--- config.mk ---
export PLATFORM = sky130hd
export DESIGN_NAME = binary_buddy_allocator_flat
export DESIGN_NICKNAME = d
export VERILOG_FILES = /design/src/rtl/bbal_pkg.sv /design/src/rtl/bbal_req_if.sv /design/src/rtl/bbal_rsp_if.sv /design/src/rtl/bbal_vmem.sv /design/src/rtl/binary_buddy_allocator.sv /design/src/flat_wrapper.sv
export SDC_FILE = /design/constraint.sdc
export NUM_CORES = 2
export LEC_CHECK = 0
export ABC_AREA = 1
export BUFFER_PORTS_ARGS = -buffer_cell sky130_fd_sc_hd__buf_4
export CORE_MARGIN = 1.5
export CORE_UTILIZATION = 40
export DETAILED_ROUTE_END_ITERATION = 6
export HOLD_SLACK_MARGIN = 0.06
export SLEW_MARGIN = 25
export SYNTH_ARGS = -nofsm -noshare
export SYNTH_HDL_FRONTEND = slang
export SYNTH_SLANG_ARGS = --single-unit
--- constraint.sdc ---
create_clock -name clk_i -period 26.2 [get_ports clk_i]
set_clock_uncertainty 0.15 [all_clocks]
set_input_delay 1.31 -clock clk_i [delete_from_list [all_inputs] [get_ports clk_i]]
set_output_delay 1.31 -clock clk_i [all_outputs]
set_load 0.02 [all_outputs]
--- src/rtl/bbal_pkg.sv ---
// shared types, constants and helpers of the buddy allocator
package bbal_pkg;

  localparam int LEVELS_DEF = 8;
  localparam int MIN_BLOCK_LOG2_DEF = 5;
  localparam int LW = 4;

  localparam logic OP_ALLOC = 1'b0;
  localparam logic OP_FREE  = 1'b1;

  localparam logic [1:0] NS_FREE  = 2'd0;
  localparam logic [1:0] NS_SPLIT = 2'd1;
  localparam logic [1:0] NS_FULL  = 2'd2;

  typedef enum logic [1:0] {
    STAT_DONE     = 2'd0,
    STAT_BAD_SIZE = 2'd1,
    STAT_NO_BLOCK = 2'd2,
    STAT_FREE_IGN = 2'd3
  } status_e;

  typedef struct packed {
    logic        op;
    logic [15:0] req_size;
    logic [15:0] offset;
  } req_t;

  typedef struct packed {
    status_e     status;
    logic [11:0] granted_offset;
    logic [12:0] block_bytes;
    logic [12:0] used_bytes;
  } rsp_t;

  typedef struct packed {
    logic [1:0] st;
    logic       hf;
  } node_t;

  localparam node_t NODE_RST = '{st: NS_FREE, hf: 1'b1};

  // smallest k with 2^k >= v, for v >= 1
  function automatic logic [4:0] ceil_log2_16(logic [15:0] v);
    logic [4:0] r;
    r = 5'd16;
    for (int k = 16; k >= 0; k--) begin
      if (17'(v) <= (17'd1 << k)) r = 5'(k);
    end
    return r;
  endfunction

endpackage

--- src/rtl/bbal_req_if.sv ---
// request channel of the buddy allocator
interface bbal_req_if import bbal_pkg::*; ();
  logic valid;
  logic ready;
  req_t payload;
  modport source(output valid, output payload, input ready);
  modport sink(input valid, input payload, output ready);
endinterface

--- src/rtl/bbal_rsp_if.sv ---
// response channel of the buddy allocator
interface bbal_rsp_if import bbal_pkg::*; ();
  logic valid;
  logic ready;
  rsp_t payload;
  modport source(output valid, output payload, input ready);
  modport sink(input valid, input payload, output ready);
endinterface

--- src/rtl/bbal_vmem.sv ---
// single write, single read memory with per-entry valid bits and registered read
module bbal_vmem #(
  parameter int DW = 3,
  parameter int DEPTH = 255,
  parameter int AW = 8,
  parameter logic [DW-1:0] RST = '0
) (
  input  logic          clk_i,
  input  logic          rst_ni,
  input  logic          we_i,
  input  logic [AW-1:0] waddr_i,
  input  logic [DW-1:0] wdata_i,
  input  logic          wvalid_i,
  input  logic [AW-1:0] raddr_i,
  output logic [DW-1:0] rdata_o,
  output logic          rvalid_o
);

  logic [DW-1:0] mem_q [DEPTH];
  logic [DEPTH-1:0] vld_q;
  logic [DW-1:0] rdata_q;
  logic rvld_q;

  always_ff @(posedge clk_i) begin
    if (we_i) mem_q[waddr_i] <= wdata_i;
    rdata_q <= mem_q[raddr_i];
  end

  always_ff @(posedge clk_i or negedge rst_ni) begin
    if (!rst_ni) begin
      vld_q  <= '0;
      rvld_q <= 1'b0;
    end else begin
      if (we_i) vld_q[waddr_i] <= wvalid_i;
      rvld_q <= vld_q[raddr_i];
    end
  end

  // an entry never written reads as its reset value
  assign rdata_o  = rvld_q ? rdata_q : RST;
  assign rvalid_o = rvld_q;

endmodule

--- src/rtl/binary_buddy_allocator.sv ---
// steps from acceptance to a loaded result: a bad size goes straight to the result; an
// allocate reads and checks nodes, backtracks, splits down the right edge, takes the block and,
// if it split nothing, refreshes the flags up to the root; a free checks the record, then the
// node, then walks to the root merging buddies; one item at a time, ready again the cycle after
// the result loads
// reset clears control state and the node and record valid bits at once, no clearing pass
module binary_buddy_allocator import bbal_pkg::*; #(
  parameter int LEVELS = LEVELS_DEF,
  parameter int MIN_BLOCK_LOG2 = MIN_BLOCK_LOG2_DEF
) (
  input  logic clk_i,
  input  logic rst_ni,
  bbal_req_if.sink   req_i,
  bbal_rsp_if.source rsp_o
);

  localparam int POOL_LOG2 = MIN_BLOCK_LOG2 + LEVELS - 1;
  localparam int unsigned POOL_BYTES = 32'd1 << POOL_LOG2;
  localparam int NW = LEVELS;
  localparam int NODES = (1 << LEVELS) - 1;
  localparam int UW = (LEVELS > 1) ? LEVELS - 1 : 1;
  localparam int UNITS = 1 << (LEVELS - 1);

  typedef enum logic [11:0] {
    S_IDLE   = 12'b000000000001,
    S_A_RD   = 12'b000000000010,
    S_A_EV   = 12'b000000000100,
    S_A_BACK = 12'b000000001000,
    S_A_SPL  = 12'b000000010000,
    S_A_SPLL = 12'b000000100000,
    S_A_TAKE = 12'b000001000000,
    S_UP_RD  = 12'b000010000000,
    S_UP_EV  = 12'b000100000000,
    S_F_LEAF = 12'b001000000000,
    S_F_NODE = 12'b010000000000,
    S_FIN    = 12'b100000000000
  } fsm_e;

  fsm_e state_q, state_d;
  logic [NW-1:0] cur_q, cur_d;       // node under the walker
  logic [LW-1:0] lvl_q, lvl_d;       // its level
  logic [LW-1:0] tgt_q, tgt_d;       // level of the block to allocate
  logic          op_q, op_d;
  logic [15:0]   off_q, off_d;
  logic          up_q, up_d;         // ancestors need a flag refresh after the take
  logic          flag_q, flag_d;     // has-free flag carried up the refresh walk
  logic          merge_q, merge_d;   // free walk still merging buddies
  logic [12:0]   used_q, used_d;
  rsp_t          res_q, res_d;
  rsp_t          rsp_q, rsp_d;
  logic          rsp_vq, rsp_vd;

  // node memory port
  logic          node_we;
  logic [NW-1:0] node_waddr, node_raddr;
  node_t         node_wdata, node_rd;
  logic [2:0]    node_rdata;

  // allocation record per smallest unit
  logic          leaf_we, leaf_wvalid, leaf_rvalid;
  logic [UW-1:0] leaf_waddr, leaf_raddr;
  logic [LW-1:0] leaf_rdata;

  bbal_vmem #(
    .DW(3), .DEPTH(NODES), .AW(NW), .RST(NODE_RST)
  ) u_node_mem (
    .clk_i(clk_i), .rst_ni(rst_ni),
    .we_i(node_we), .waddr_i(node_waddr), .wdata_i(node_wdata), .wvalid_i(1'b1),
    .raddr_i(node_raddr), .rdata_o(node_rdata), .rvalid_o()
  );

  bbal_vmem #(
    .DW(LW), .DEPTH(UNITS), .AW(UW), .RST('0)
  ) u_leaf_mem (
    .clk_i(clk_i), .rst_ni(rst_ni),
    .we_i(leaf_we), .waddr_i(leaf_waddr), .wdata_i(tgt_q), .wvalid_i(leaf_wvalid),
    .raddr_i(leaf_raddr), .rdata_o(leaf_rdata), .rvalid_o(leaf_rvalid)
  );

  assign node_rd = node_t'(node_rdata);

  // record read issued while idle, so data is ready in the free check state
  assign leaf_raddr = UW'(32'(req_i.payload.offset) >> MIN_BLOCK_LOG2);

  // size of the node at the walker's level and its offset in the pool
  logic [4:0]  sh_cur;
  logic [31:0] blk_cur, pos_cur, gr_cur;
  assign sh_cur  = 5'(POOL_LOG2) - 5'(lvl_q);
  assign blk_cur = 32'd1 << sh_cur;
  assign pos_cur = 32'(cur_q) - ((32'd1 << lvl_q) - 32'd1);
  assign gr_cur  = pos_cur << sh_cur;

  // free checks on the recorded block
  logic [31:0] off32, blk_f, nidx_f;
  logic [4:0]  sh_f;
  logic        free_ok;
  assign off32  = 32'(off_q);
  assign sh_f   = 5'(POOL_LOG2) - 5'(leaf_rdata);
  assign blk_f  = 32'd1 << sh_f;
  assign nidx_f = ((32'd1 << leaf_rdata) - 32'd1) + (off32 >> sh_f);
  assign free_ok = (off32 < POOL_BYTES)
                && ((off32 & ((32'd1 << MIN_BLOCK_LOG2) - 32'd1)) == 32'd0)
                && leaf_rvalid
                && (32'(leaf_rdata) < 32'(LEVELS))
                && ((off32 & (blk_f - 32'd1)) == 32'd0);

  // size rounding for an allocate transaction
  logic [4:0] clog;
  logic [4:0] klog;
  logic       size_bad;
  assign clog = ceil_log2_16(req_i.payload.req_size);
  assign klog = (32'(clog) < 32'(MIN_BLOCK_LOG2)) ? 5'(MIN_BLOCK_LOG2) : clog;
  assign size_bad = (req_i.payload.req_size == 16'd0)
                 || (32'(req_i.payload.req_size) > POOL_BYTES);

  logic search_fail;
  assign search_fail = !node_rd.hf || (node_rd.st == NS_FULL)
                    || ((lvl_q == tgt_q) && (node_rd.st != NS_FREE));

  logic out_load;
  assign out_load = (state_q == S_FIN) && (!rsp_vq || rsp_o.ready);

  assign req_i.ready   = (state_q == S_IDLE);
  assign rsp_o.valid   = rsp_vq;
  assign rsp_o.payload = rsp_q;

  always_comb begin
    state_d = state_q;
    cur_d   = cur_q;
    lvl_d   = lvl_q;
    tgt_d   = tgt_q;
    op_d    = op_q;
    off_d   = off_q;
    up_d    = up_q;
    flag_d  = flag_q;
    merge_d = merge_q;
    used_d  = used_q;
    res_d   = res_q;
    node_raddr  = cur_q;
    node_we     = 1'b0;
    node_waddr  = cur_q;
    node_wdata  = NODE_RST;
    leaf_we     = 1'b0;
    leaf_wvalid = 1'b0;
    leaf_waddr  = UW'(off32 >> MIN_BLOCK_LOG2);

    unique case (state_q)
      S_IDLE: begin
        if (req_i.valid) begin
          op_d  = req_i.payload.op;
          off_d = req_i.payload.offset;
          cur_d = '0;
          lvl_d = '0;
          tgt_d = LW'(POOL_LOG2 - int'(klog));
          res_d = '{status: STAT_DONE, granted_offset: '0, block_bytes: '0,
                    used_bytes: '0};
          if (req_i.payload.op == OP_FREE) begin
            state_d = S_F_LEAF;
          end else if (size_bad) begin
            res_d.status = STAT_BAD_SIZE;
            state_d = S_FIN;
          end else begin
            state_d = S_A_RD;
          end
        end
      end

      // depth-first search, right child first
      S_A_RD: begin
        node_raddr = cur_q;
        state_d = S_A_EV;
      end

      S_A_EV, S_A_BACK: begin
        if ((state_q == S_A_EV) && !search_fail) begin
          if (node_rd.st == NS_FREE) begin
            if (lvl_q == tgt_q) begin
              up_d = 1'b1;
              state_d = S_A_TAKE;
            end else begin
              up_d = 1'b0;
              state_d = S_A_SPL;
            end
          end else begin
            cur_d = (cur_q << 1) + NW'(2);
            lvl_d = lvl_q + LW'(1);
            state_d = S_A_RD;
          end
        end else begin
          // backtrack: right child falls to its left buddy, left child fails its parent
          if (cur_q == '0) begin
            res_d.status = STAT_NO_BLOCK;
            state_d = S_FIN;
          end else if (!cur_q[0]) begin
            cur_d = cur_q - NW'(1);
            state_d = S_A_RD;
          end else begin
            cur_d = cur_q >> 1;
            lvl_d = lvl_q - LW'(1);
            state_d = S_A_BACK;
          end
        end
      end

      // split free nodes down the right edge
      S_A_SPL: begin
        node_we    = 1'b1;
        node_waddr = cur_q;
        node_wdata = '{st: NS_SPLIT, hf: 1'b1};
        state_d = S_A_SPLL;
      end

      S_A_SPLL: begin
        node_we    = 1'b1;
        node_waddr = (cur_q << 1) + NW'(1);
        node_wdata = '{st: NS_FREE, hf: 1'b1};
        cur_d = (cur_q << 1) + NW'(2);
        lvl_d = lvl_q + LW'(1);
        state_d = ((lvl_q + LW'(1)) == tgt_q) ? S_A_TAKE : S_A_SPL;
      end

      S_A_TAKE: begin
        node_we    = 1'b1;
        node_waddr = cur_q;
        node_wdata = '{st: NS_FULL, hf: 1'b0};
        leaf_we     = 1'b1;
        leaf_wvalid = 1'b1;
        leaf_waddr  = UW'(gr_cur >> MIN_BLOCK_LOG2);
        res_d.status         = STAT_DONE;
        res_d.granted_offset = 12'(gr_cur);
        res_d.block_bytes    = 13'(blk_cur);
        used_d = used_q + 13'(blk_cur);
        flag_d = 1'b0;
        state_d = up_q ? S_UP_RD : S_FIN;
      end

      // walk to the root: read the buddy, then rewrite the parent
      S_UP_RD: begin
        if (cur_q == '0) begin
          state_d = S_FIN;
        end else begin
          node_raddr = cur_q[0] ? cur_q + NW'(1) : cur_q - NW'(1);
          cur_d = (cur_q - NW'(1)) >> 1;
          state_d = S_UP_EV;
        end
      end

      S_UP_EV: begin
        node_we    = 1'b1;
        node_waddr = cur_q;
        if (op_q == OP_ALLOC) begin
          node_wdata = '{st: NS_SPLIT, hf: node_rd.hf | flag_q};
          flag_d = node_rd.hf | flag_q;
        end else if (merge_q && (node_rd.st == NS_FREE)) begin
          node_wdata = '{st: NS_FREE, hf: 1'b1};
        end else begin
          node_wdata = '{st: NS_SPLIT, hf: 1'b1};
          merge_d = 1'b0;
        end
        state_d = S_UP_RD;
      end

      S_F_LEAF: begin
        if (free_ok) begin
          node_raddr = NW'(nidx_f);
          cur_d = NW'(nidx_f);
          lvl_d = leaf_rdata;
          state_d = S_F_NODE;
        end else begin
          res_d.status = STAT_FREE_IGN;
          state_d = S_FIN;
        end
      end

      S_F_NODE: begin
        if (node_rd.st == NS_FULL) begin
          node_we    = 1'b1;
          node_waddr = cur_q;
          node_wdata = '{st: NS_FREE, hf: 1'b1};
          leaf_we     = 1'b1;
          leaf_wvalid = 1'b0;
          res_d.block_bytes = 13'(blk_cur);
          used_d  = used_q - 13'(blk_cur);
          merge_d = 1'b1;
          state_d = S_UP_RD;
        end else begin
          res_d.status = STAT_FREE_IGN;
          state_d = S_FIN;
        end
      end

      S_FIN: begin
        if (out_load) state_d = S_IDLE;
      end

      default: state_d = S_IDLE;
    endcase
  end

  // result slot, loaded only when empty or when the waiting result is taken in the same cycle
  always_comb begin
    rsp_d  = rsp_q;
    rsp_vd = rsp_vq;
    if (out_load) begin
      rsp_d = res_q;
      rsp_d.used_bytes = used_q;
      rsp_vd = 1'b1;
    end else if (rsp_o.ready) begin
      rsp_vd = 1'b0;
    end
  end

  always_ff @(posedge clk_i or negedge rst_ni) begin
    if (!rst_ni) begin
      state_q <= S_IDLE;
      used_q  <= '0;
      rsp_vq  <= 1'b0;
    end else begin
      state_q <= state_d;
      used_q  <= used_d;
      rsp_vq  <= rsp_vd;
    end
  end

  always_ff @(posedge clk_i) begin
    cur_q   <= cur_d;
    lvl_q   <= lvl_d;
    tgt_q   <= tgt_d;
    op_q    <= op_d;
    off_q   <= off_d;
    up_q    <= up_d;
    flag_q  <= flag_d;
    merge_q <= merge_d;
    res_q   <= res_d;
    rsp_q   <= rsp_d;
  end

endmodule
--- src/flat_wrapper.sv ---
// flat-port wrapper written by rule: the top's interface ports become plain ports
module binary_buddy_allocator_flat import bbal_pkg::*;
#(
  parameter int LEVELS = LEVELS_DEF,
  parameter int MIN_BLOCK_LOG2 = MIN_BLOCK_LOG2_DEF
)
  (clk_i, rst_ni, req_i_valid, req_i_payload, req_i_ready, rsp_o_valid, rsp_o_payload, rsp_o_ready);
  bbal_req_if req_i_i ();
  bbal_rsp_if rsp_o_i ();
  input  logic clk_i;
  input  logic rst_ni;
  input wire logic [$bits(req_i_i.valid)-1:0] req_i_valid;
  input wire logic [$bits(req_i_i.payload)-1:0] req_i_payload;
  output wire logic [$bits(req_i_i.ready)-1:0] req_i_ready;
  output wire logic [$bits(rsp_o_i.valid)-1:0] rsp_o_valid;
  output wire logic [$bits(rsp_o_i.payload)-1:0] rsp_o_payload;
  input wire logic [$bits(rsp_o_i.ready)-1:0] rsp_o_ready;
  assign req_i_i.valid = req_i_valid;
  assign req_i_i.payload = req_i_payload;
  assign req_i_ready = req_i_i.ready;
  assign rsp_o_valid = rsp_o_i.valid;
  assign rsp_o_payload = rsp_o_i.payload;
  assign rsp_o_i.ready = rsp_o_ready;
  binary_buddy_allocator #(.LEVELS(LEVELS), .MIN_BLOCK_LOG2(MIN_BLOCK_LOG2)) u_core (.clk_i(clk_i), .rst_ni(rst_ni), .req_i(req_i_i), .rsp_o(rsp_o_i));
endmodule
==> flow_summary.json <==
{
  "finalNetCount": 8210,
  "clk_transition_reported_paths_ns": 0.06,
  "clock-sinks": 1798,
  "critical_path.n_buffers_inverters": 5,
  "core_area_sq_um": 204600,
  "critical_path.max_stage_delay_ns": 0.86,
  "numPortBuffers": 78,
  "die_width_um": 456.7,
  "final_weighted_congestion_in_routability_driven_placement": 0.8715,
  "synth-seq-cells": 1798,
  "power_frac_comb_pct": 34.0,
  "synth_ff_type": "edfxtp_1",
  "cts_buffer_depth": 3,
  "timing.max_cap.violations": 0,
  "routing_usage_on_met3_pct": 3.510,
  "holdCritPathClass": "flip-flop to flip-flop",
  "route.detailed.vias_per_inst": 5.498,
  "wire_length_per_cell_after_detailed_routing_um": 21.37,
  "static_leakage_power_nw": 36.24,
  "critical_path.reg2reg.startpoint": "u_core.u_leaf_mem.rvalid_o",
  "reg2reg_setup_slack_ns": 17.13,
  "wire_length_of_the_first_global_routing_pass_mm": 356.6,
  "path_class": "flip-flop to flip-flop",
  "postLayoutCellArea_sq_um": 91470,
  "detailedRoute.firstIterationViolations": 6187,
  "cp_slowest_cell": "ha_1",
  "register_area_sq_um": 51870,
  "grt_setup_unrepaired": "no",
  "fmaxAchievable_ghz": 0.1103,
  "p_sw_share_pct": 37.55,
  "wl_mm": 234.2,
  "cts_max_level": 4,
  "netlist_area_sq_um": 82330,
  "asyncSetResetFlopFracSynth_pct": 22.86,
  "min_path_cells": 0,
  "buffer_count_from_post_cts_setup_fixing": 0,
  "synthesis.instances": 8259,
  "std_cell_rows": 166,
  "post_cts.resized_instances": 0,
  "critical_path.most_common_cell": "nand3_1",
  "top_level_ports": 79,
  "antenna_found_initial": 2,
  "commonest_cells_post_synth": "edfxtp_1 (1380), nand3_1 (1141), nor2_1 (1097), nand2_1 (1065), inv_1 (894)",
  "final-max-slew-violation-count": 0,
  "yosys.cell_count.top_type": "edfxtp_1",
  "critical_path_required_ns": 26.76,
  "start_util_pct": 40.24,
  "startpoint_type": "flip-flop",
  "cp_max_fo": 163,
  "grt_max_degree": 223,
  "total_switching_power_mw": 3.400,
  "syn_area_per_cell_sq_um": 9.969,
  "grt_pass1_vias": 57880,
  "cts_buffers": 190,
  "final_antenna_net_count": 0,
  "max-slew-margin-rel_pct": 18.78,
  "clk_latency_ns": 0.83,
  "grt.busiest_layer": "met2",
  "synth_nets": 8368,
  "synth_cell_types": 61,
  "routed-via-count": 60252,
  "timing.final.crit_period_ns": 9.067,
  "synthDominantCellAreaShare_pct": 50.33,
  "grtUsageMet1_pct": 30.22,
  "worstHoldStart": "u_core.res_q[36]",
  "multiInputGateArea_sq_um": 24790,
  "post-route-drc-count": 0,
  "hold_path_end": "u_core.rsp_o.payload[36]",
  "drt_pass1_iterations": 6,
  "area.growth.synth_to_final_pct": 11.10,
  "cts-root-buf": "clkbuf_16",
  "cts_tree": "yes",
  "power_per_cell_area_nw_per_um2": 98.98,
  "post_route_cells_drive_above_1_share_pct": 6.567,
  "tns_ns": 0,
  "detailedPlacementHpwl_mm": 132.4,
  "hold_fix_buffers_cts": 0,
  "setup-violations-final": 0,
  "crit-reg2reg-capture": "u_core.u_node_mem.rdata_q[0]",
  "post-route-period-util_pct": 34.61,
  "worst_pin_slew_ns": 1.218,
  "internal_power_mw": 5.654,
  "vdd.ir_drop.worst_v": 0.00009229,
  "use_met2_pct": 35.71,
  "nFillCells": 19081,
  "seq_power_share_pct": 35.6,
  "post-synth-top-area-cell": "edfxtp_1",
  "crit_family": "simple AND/OR/NAND/NOR gates",
  "ys_warn_count": 0,
  "worst-endpoint-arrival_ns": 9.63,
  "die_area_sq_um": 208600,
  "post-route-util_pct": 44.71,
  "synth_edf_count": 1380,
  "timing.reg2reg.worst_path_depth": 30,
  "status": "finished, final reports clean",
  "power.share.clock_pct": 30.4,
  "chipHeight_um": 456.7,
  "cp-end-kind": "flip-flop",
  "seq_area_frac_synth_pct": 63.00,
  "globalRoute.totalOverflow": 0,
  "final_hold_viol_count": 0,
  "synth.area.top_cells": "edfxtp_1 (50%), dfrtp_1 (12%), nand3_1 (6.9%), nor2_1 (5.0%), nand2_1 (4.9%)",
  "placement.cell_area_sq_um": 84960,
  "totalPowerFinal_mw": 9.054,
  "track_usage_pct": 22.02
}
==> state kept, by name, summed over array words and instances, names as in the netlist, 3 cells and up <==
| signal | flops |
|---|---|
| u_core.used_q | 13 |
| u_core.u_node_mem.mem_q | 765 |
| u_core.off_q | 16 |
| u_core.state_q | 12 |
| u_core.cur_q | 8 |
| u_core.u_leaf_mem.vld_q | 128 |
| u_core.u_leaf_mem.rdata_q | 4 |
| u_core.tgt_q | 4 |
| u_core.res_q | 27 |
| u_core.u_leaf_mem.mem_q | 512 |
| u_core.lvl_q | 4 |
| u_core.rsp_o.payload | 40 |
| u_core.u_node_mem.rdata_q | 3 |
| u_core.u_node_mem.vld_q | 255 |
==> cell usage in the layout, fill, tap and decap left out, drive strengths merged, types with 7 or more instances in the layout <==
cell type,instances
edfxtp,1380
nand3,1147
nor2,1100
nand2,1074
inv,908
o21ai,735
dfrtp,410
clkbuf,264
nand3b,242
buf,187
o22ai,168
a21oi,163
clkinv,75
ha,69
o211ai,49
xor2,41
o221ai,38
o21a,32
nor3,32
nand4,21
bufinv,15
nor4,13
xnor2,12
a31oi,11
or2,11
o311ai,10
a32oi,7
clkinvlp,7
dfxtp,7
==> cell families (layout without fill, tap and decap cells) <==
group	Yosys count	in the layout	synth area share [%]
xor+xnor	53	53	0.5638
simple gates	3644	3644	19.77
compound gates	1242	1242	8.444
flops	1798	1798	63.00
other cells	0	3	0
buf+inv	1447	1456	7.064
mux	3	3	0.03648
fa+ha+maj	72	72	1.122
==> routing by layer <==
layer	vias to the layer above	part of all wire, %
met5	-	0
met4	0	2.9
met3	385	7.0
met2	2242	47
met1	29693	43
li1	27932	-
==> worst register-to-register path, delay by kind of cell, from the launching register on <==
kind | cells | cell delay, ns
buf+inv | 5 | 2.12
simple gates | 22 | 4.61
flops | 1 | 0.50
fa+ha+maj | 3 | 1.57
==> final cells by class <==
class	instances	area share (%)
multi-input combinational	5014	27.10
clock inverter	96	1.133
clock buffer	263	5.934
inverter	909	3.766
timing repair buffer	188	1.680
antenna	3	0.008208
tap	2688	3.677
sequential	1798	56.70
==> worst max path at each step <==
| stage | start | to | slack [ns] | depth (start not counted) |
|---|---|---|---|---|
| 2_1_floorplan | u_core.state_q[0] | u_core.u_node_mem.mem_q[0][0] | 17.37 | 10 |
| 3_3_place_gp | u_core.u_leaf_mem.rvalid_o | u_core.u_node_mem.rdata_q[2] | 17.42 | 29 |
| 3_5_place_dp | u_core.u_leaf_mem.rvalid_o | u_core.u_node_mem.rdata_q[0] | 17.32 | 29 |
| 4_1_cts | u_core.u_leaf_mem.rvalid_o | u_core.u_node_mem.rdata_q[0] | 17.31 | 29 |
| 5_1_grt | u_core.u_leaf_mem.rvalid_o | u_core.u_node_mem.rdata_q[0] | 16.43 | 30 |
| 6_report | u_core.u_leaf_mem.rvalid_o | u_core.u_node_mem.rdata_q[0] | 17.13 | 30 |
==> power groups by stage <==
stage	logic [mW]	clock network, mW	registers (mW)
floorplan	2.16	0	3.28
global placement	3.03	0	3.28
detailed placement	3.05	0	3.28
CTS	3.06	2.80	3.22
global route	3.40	2.91	3.22
finish	3.08	2.75	3.22
==> metrics by stage <==
step                hold WS, ns  setup WS (ns)  std cells
global route             0.2722          16.43      10957
detailed placement       0.2545          17.32      10596
floorplan                0.2503          17.37       8259
finish                   0.2652          17.13      10959
CTS                      0.2663          17.31      10955
global placement         0.2554          17.42      10595
(Power assumes the default switching activity.)
